===== src/rtl/sast_pkg.sv =====
// ---------------------------------------------------------------------------
// sast_pkg
// Shared types and codes of the ordered key/value table.
// ---------------------------------------------------------------------------
package sast_pkg;

    localparam int RANK_W = 6;

    typedef enum logic [1:0] {
        OP_INSERT = 2'd0,
        OP_SEARCH = 2'd1,
        OP_SELECT = 2'd2,
        OP_DELETE = 2'd3
    } sast_op_t;

    typedef enum logic [1:0] {
        ST_OK        = 2'd0,
        ST_FULL      = 2'd1,
        ST_NOT_FOUND = 2'd2,
        ST_BAD_RANK  = 2'd3
    } sast_status_t;

    // per-cycle command broadcast to every cell; ins and del are already qualified
    typedef struct packed {
        logic ins;   // insert, table not full
        logic del;   // delete, key present
        logic srch;  // search
        logic sel;   // select by rank
    } sast_cmd_t;

endpackage


===== src/rtl/sast_cell.sv =====
// ---------------------------------------------------------------------------
// sast_cell
// One slot of the table: holds an entry, compares it with the broadcast key
// and shifts toward a neighbor on insert or delete.
// ---------------------------------------------------------------------------
module sast_cell #(
    parameter int INDEX      = 0,
    parameter int KEY_BITS   = 16,
    parameter int VALUE_BITS = 32,
    parameter int CNT_W      = 7
) (
    input  logic                    clk,
    input  sast_pkg::sast_cmd_t     cmd,
    input  logic [KEY_BITS-1:0]     key,
    input  logic [VALUE_BITS-1:0]   value,
    input  logic [sast_pkg::RANK_W-1:0] rank,
    input  logic [CNT_W-1:0]        count,
    input  logic [KEY_BITS-1:0]     left_key,
    input  logic [VALUE_BITS-1:0]   left_value,
    input  logic                    left_gt,
    input  logic                    left_eq,
    input  logic [KEY_BITS-1:0]     right_key,
    input  logic [VALUE_BITS-1:0]   right_value,
    output logic [KEY_BITS-1:0]     entry_key,
    output logic [VALUE_BITS-1:0]   entry_value,
    output logic                    gt,
    output logic                    eq,
    output logic [KEY_BITS-1:0]     pick_key,
    output logic [VALUE_BITS-1:0]   pick_value
);
    import sast_pkg::*;

    localparam int  RANK_SPAN = 2 ** RANK_W;
    localparam logic RANKABLE = (INDEX < RANK_SPAN);
    localparam logic [RANK_W-1:0] RANK_IDX = RANK_W'(INDEX % RANK_SPAN);

    logic [KEY_BITS-1:0]   key_reg,   key_next;
    logic [VALUE_BITS-1:0] value_reg, value_next;
    logic                  occ;
    logic                  pick;

    always_comb
    begin
        occ  = (count > CNT_W'(INDEX));
        eq   = occ && (key_reg == key);
        gt   = occ && (key_reg > key);
        // first match: the entry on the left is not an equal key
        pick = (cmd.srch && eq && !left_eq)
            || (cmd.sel && occ && RANKABLE && (rank == RANK_IDX));

        key_next   = key_reg;
        value_next = value_reg;
        if (cmd.ins)
        begin
            if (left_gt)
            begin
                key_next   = left_key;
                value_next = left_value;
            end
            else if (gt || !occ)
            begin
                key_next   = key;
                value_next = value;
            end
        end
        else if (cmd.del && (eq || gt))
        begin
            key_next   = right_key;
            value_next = right_value;
        end
    end

    always_ff @(posedge clk)
    begin
        key_reg   <= key_next;
        value_reg <= value_next;
    end

    assign entry_key   = key_reg;
    assign entry_value = value_reg;
    assign pick_key    = pick ? key_reg   : '0;
    assign pick_value  = pick ? value_reg : '0;

endmodule


===== config.mk =====
export PLATFORM = sky130hd
export DESIGN_NAME = sast_cell
export DESIGN_NICKNAME = d
export VERILOG_FILES = /design/src/rtl/sast_pkg.sv /design/src/rtl/sast_cell.sv
export SDC_FILE = /design/constraint.sdc
export NUM_CORES = 1
export LEC_CHECK = 0
export BUFFER_PORTS_ARGS = -buffer_cell sky130_fd_sc_hd__clkbuf_2
export CORE_AREA = 3 3 100 102
export CTS_CLUSTER_DIAMETER = 80
export DETAILED_ROUTE_END_ITERATION = 6
export DIE_AREA = 0 0 103 105
export GPL_ROUTABILITY_DRIVEN = 0
export MAX_ROUTING_LAYER = met4
export PLACE_DENSITY = 0.83
export SYNTH_ARGS = -nofsm -noshare
export SYNTH_HDL_FRONTEND = slang
export SYNTH_SLANG_ARGS = --single-unit

===== constraint.sdc =====
create_clock -name clk -period 15.65 [get_ports clk]
set_input_delay 1.565 -clock clk [delete_from_list [all_inputs] [get_ports clk]]
set_output_delay 1.565 -clock clk [all_outputs]
set_load 0.1 [all_outputs]

==> metrics.txt <==
Crit Path Max Fanout=48; Core Region=0.00920 mm2; Fin Setup TNS=0 ns; initial antenna violation count=0; FF+latch count, synth=48; most common cell in the netlist=a21oi_1; Ports=262; achievable frequency=168 MHz; Fill cells=833; dpl hpwl=8220 um; Avg WL per Cell=14.8 um; total track usage=0.182; kind of end point of the critical path=output pin; PD cells=96.1 mW/mm2; EDFF count, synth=48; Final min period=5.94 ns; Synthesized Nets=513; Max stage delay on crit path=0.91 ns; async set-reset flop share out of synthesis=0; Tot Pwr=0.466 mW; nets@finish=762; # hold bufs at CTS=0; Synthesis Warnings=0; area of the multi-input gates=0.00177 mm2; Final Max Slew Viols=0; slew margin rel.=0.246; setup violators final=0; Reg clk slew, reported paths=0.09 ns; worst min path class=in2reg; max-cap violation count=0; slowest cell on the critical path=a21oi_4; # clock sinks=48; Slew @ Worst Pin=1.13 ns; via count=3361; Worst Setup EP=pick_value[23]; Ant. Diodes=0; worst hold slack=1.59 ns; CP Launch Type=primary input; VDD IR max=0.0000458 V; Compound-Gate Fraction of Synth Area=0.101; Hold Crit Start=right_value[9]; initial DRC count=115; # port buffers=261; die width=103 um; CTS Buf Count=5; vias in the first global route=3357; Synth area leader=edfxtp_1; cell count after synthesis=333; crit path cell chain=clkbuf_2, inv_1, ha_1, nand4_4, nor4_4, nand3b_1, a21oi_4, and2_4, clkbuf_2; clock latency on the worst-skew pair=0.29 ns; Arr. time, crit path=4.37 ns; simple-gate share of the synthesized area=0.216; post-CTS sizing=0; CP Launch Point=key[13]; router iterations before antenna repair=4; CTS root buffer=clkbuf_8; clk_skew=0.00792 ns; main combinational cell family by area after synthesis=simple AND/OR/NAND/NOR gates; Worst R2R End=entry_key[12]; total routed wirelength=10200 um; remaining antenna violation count=0; top post-synthesis cells by area=edfxtp_1 (43%), mux2i_1 (14%), a21oi_1 (8.0%); synthesized area=0.00338 mm2; Worst R2R Start=entry_key[13]; RSZ-0062 raised after global routing=false; pin count of the biggest net entering global routing=100; clock buffer depth=2; CP Class=in2out; Post-CTS Setup Bufs=0; first-pass GRT wire length=15100 um; die height=105 um; grt ovf=0; leak pwr=2.57 nW; endpoints failing hold=0; Synth top area share=0.426; Reg2Reg Depth=6; CTS tree=built; drc violations=0; H-tree depth=2; initial cell density of the core=0.368; crit share post-route=0.379; Mean Syn Cell Area=10.2 um2; mux share of post-synthesis cell area=0.142; Netlist cell types=35; status=finished clean; DR vias/cell=4.84; CP required=14.09 ns; Post-Synth Adder-Cell Area=0.0592; leading cell types by count after synthesis=a21oi_1 (54), nor2_1 (50), edfxtp_1 (48), mux2i_1 (48); final core utilization=0.527; sequential cell area=0.00144 mm2; post-synthesis sequential area ratio=0.426; ys flop type=edfxtp_1; xor/xnor share of the synthesized area=0; Reg2Reg Setup Slack=12.78 ns; die area=0.0108 mm2; synthesis-to-layout area growth=43.4%; share of layout cells above drive strength 1=0.528; row cnt=35; crit-path most repeated cell=clkbuf_2
[state kept, by name, summed over array words and instances (netlist names)]
name	count
entry_value	32
entry_key	16
[worst max-delay path, delay by kind of cell]
kind	cells	cell delay [ns]
fa+ha+maj	1	0.34
buf+inv	3	0.59
compound gates	1	0.91
simple gates	4	0.95
[placed cells by master, fill, tap and decap left out, drive strengths merged, types with 2 or more instances in the layout]
cell type    n
nand4        4
inv         17
nor2        50
a21oi       55
nor3         3
nor4         5
clkbuf     265
a21o         3
nor2b        2
ha          16
mux2i       48
nand3        2
edfxtp      48
buf          5
and2        48
[area by class of cell]
| type | instances | area share |
|---|---|---|
| Clock inverter | 2 | 0.00723 |
| Timing Repair Buffer | 264 | 0.274 |
| Inverter | 17 | 0.0132 |
| Sequential cell | 48 | 0.297 |
| Clock buffer | 6 | 0.0150 |
| Multi-Input combinational cell | 246 | 0.364 |
| Tap cell | 111 | 0.0287 |
[kinds of logic after synthesis]
family	count (synthesis)
flops	48
mux	48
simple gates	119
buf+inv	39
fa+ha+maj	16
compound gates	63
[per-layer routing]
layer	vias to the layer above	global-route usage	wire, um
li1	1683	-	-
met1	1513	0.189	3960
met2	160	0.350	5510
met3	5	0.0287	698
met4	0	0.0389	76
met5	-	-	0
[worst min-delay path by stage]
stage                     end  cells past startpoint
2_1_floorplan    entry_key[0]                      2
3_3_place_gp     entry_key[8]                      5
3_5_place_dp     entry_key[8]                      5
4_1_cts        entry_value[9]                      3
5_1_grt        entry_value[9]                      3
6_report       entry_value[9]                      3
[where the power goes]
| part | internal (mW) | switching (mW) |
|---|---|---|
| clock network | 0.0475 | 0.0397 |
| registers | 0.163 | 0.00998 |
| logic | 0.0443 | 0.161 |
| total | 0.255 | 0.211 |
[per-stage QoR]
step           setup slack [ns]  instances  area, um2
4_1_cts                    9.70        694       4850
3_3_place_gp               9.87        686       4740
2_1_floorplan              9.16        333       3380
3_5_place_dp               9.72        686       4740
5_1_grt                    9.47        694       4850
6_report                   9.71        694       4850
Power figures use the tool's default switching activity.
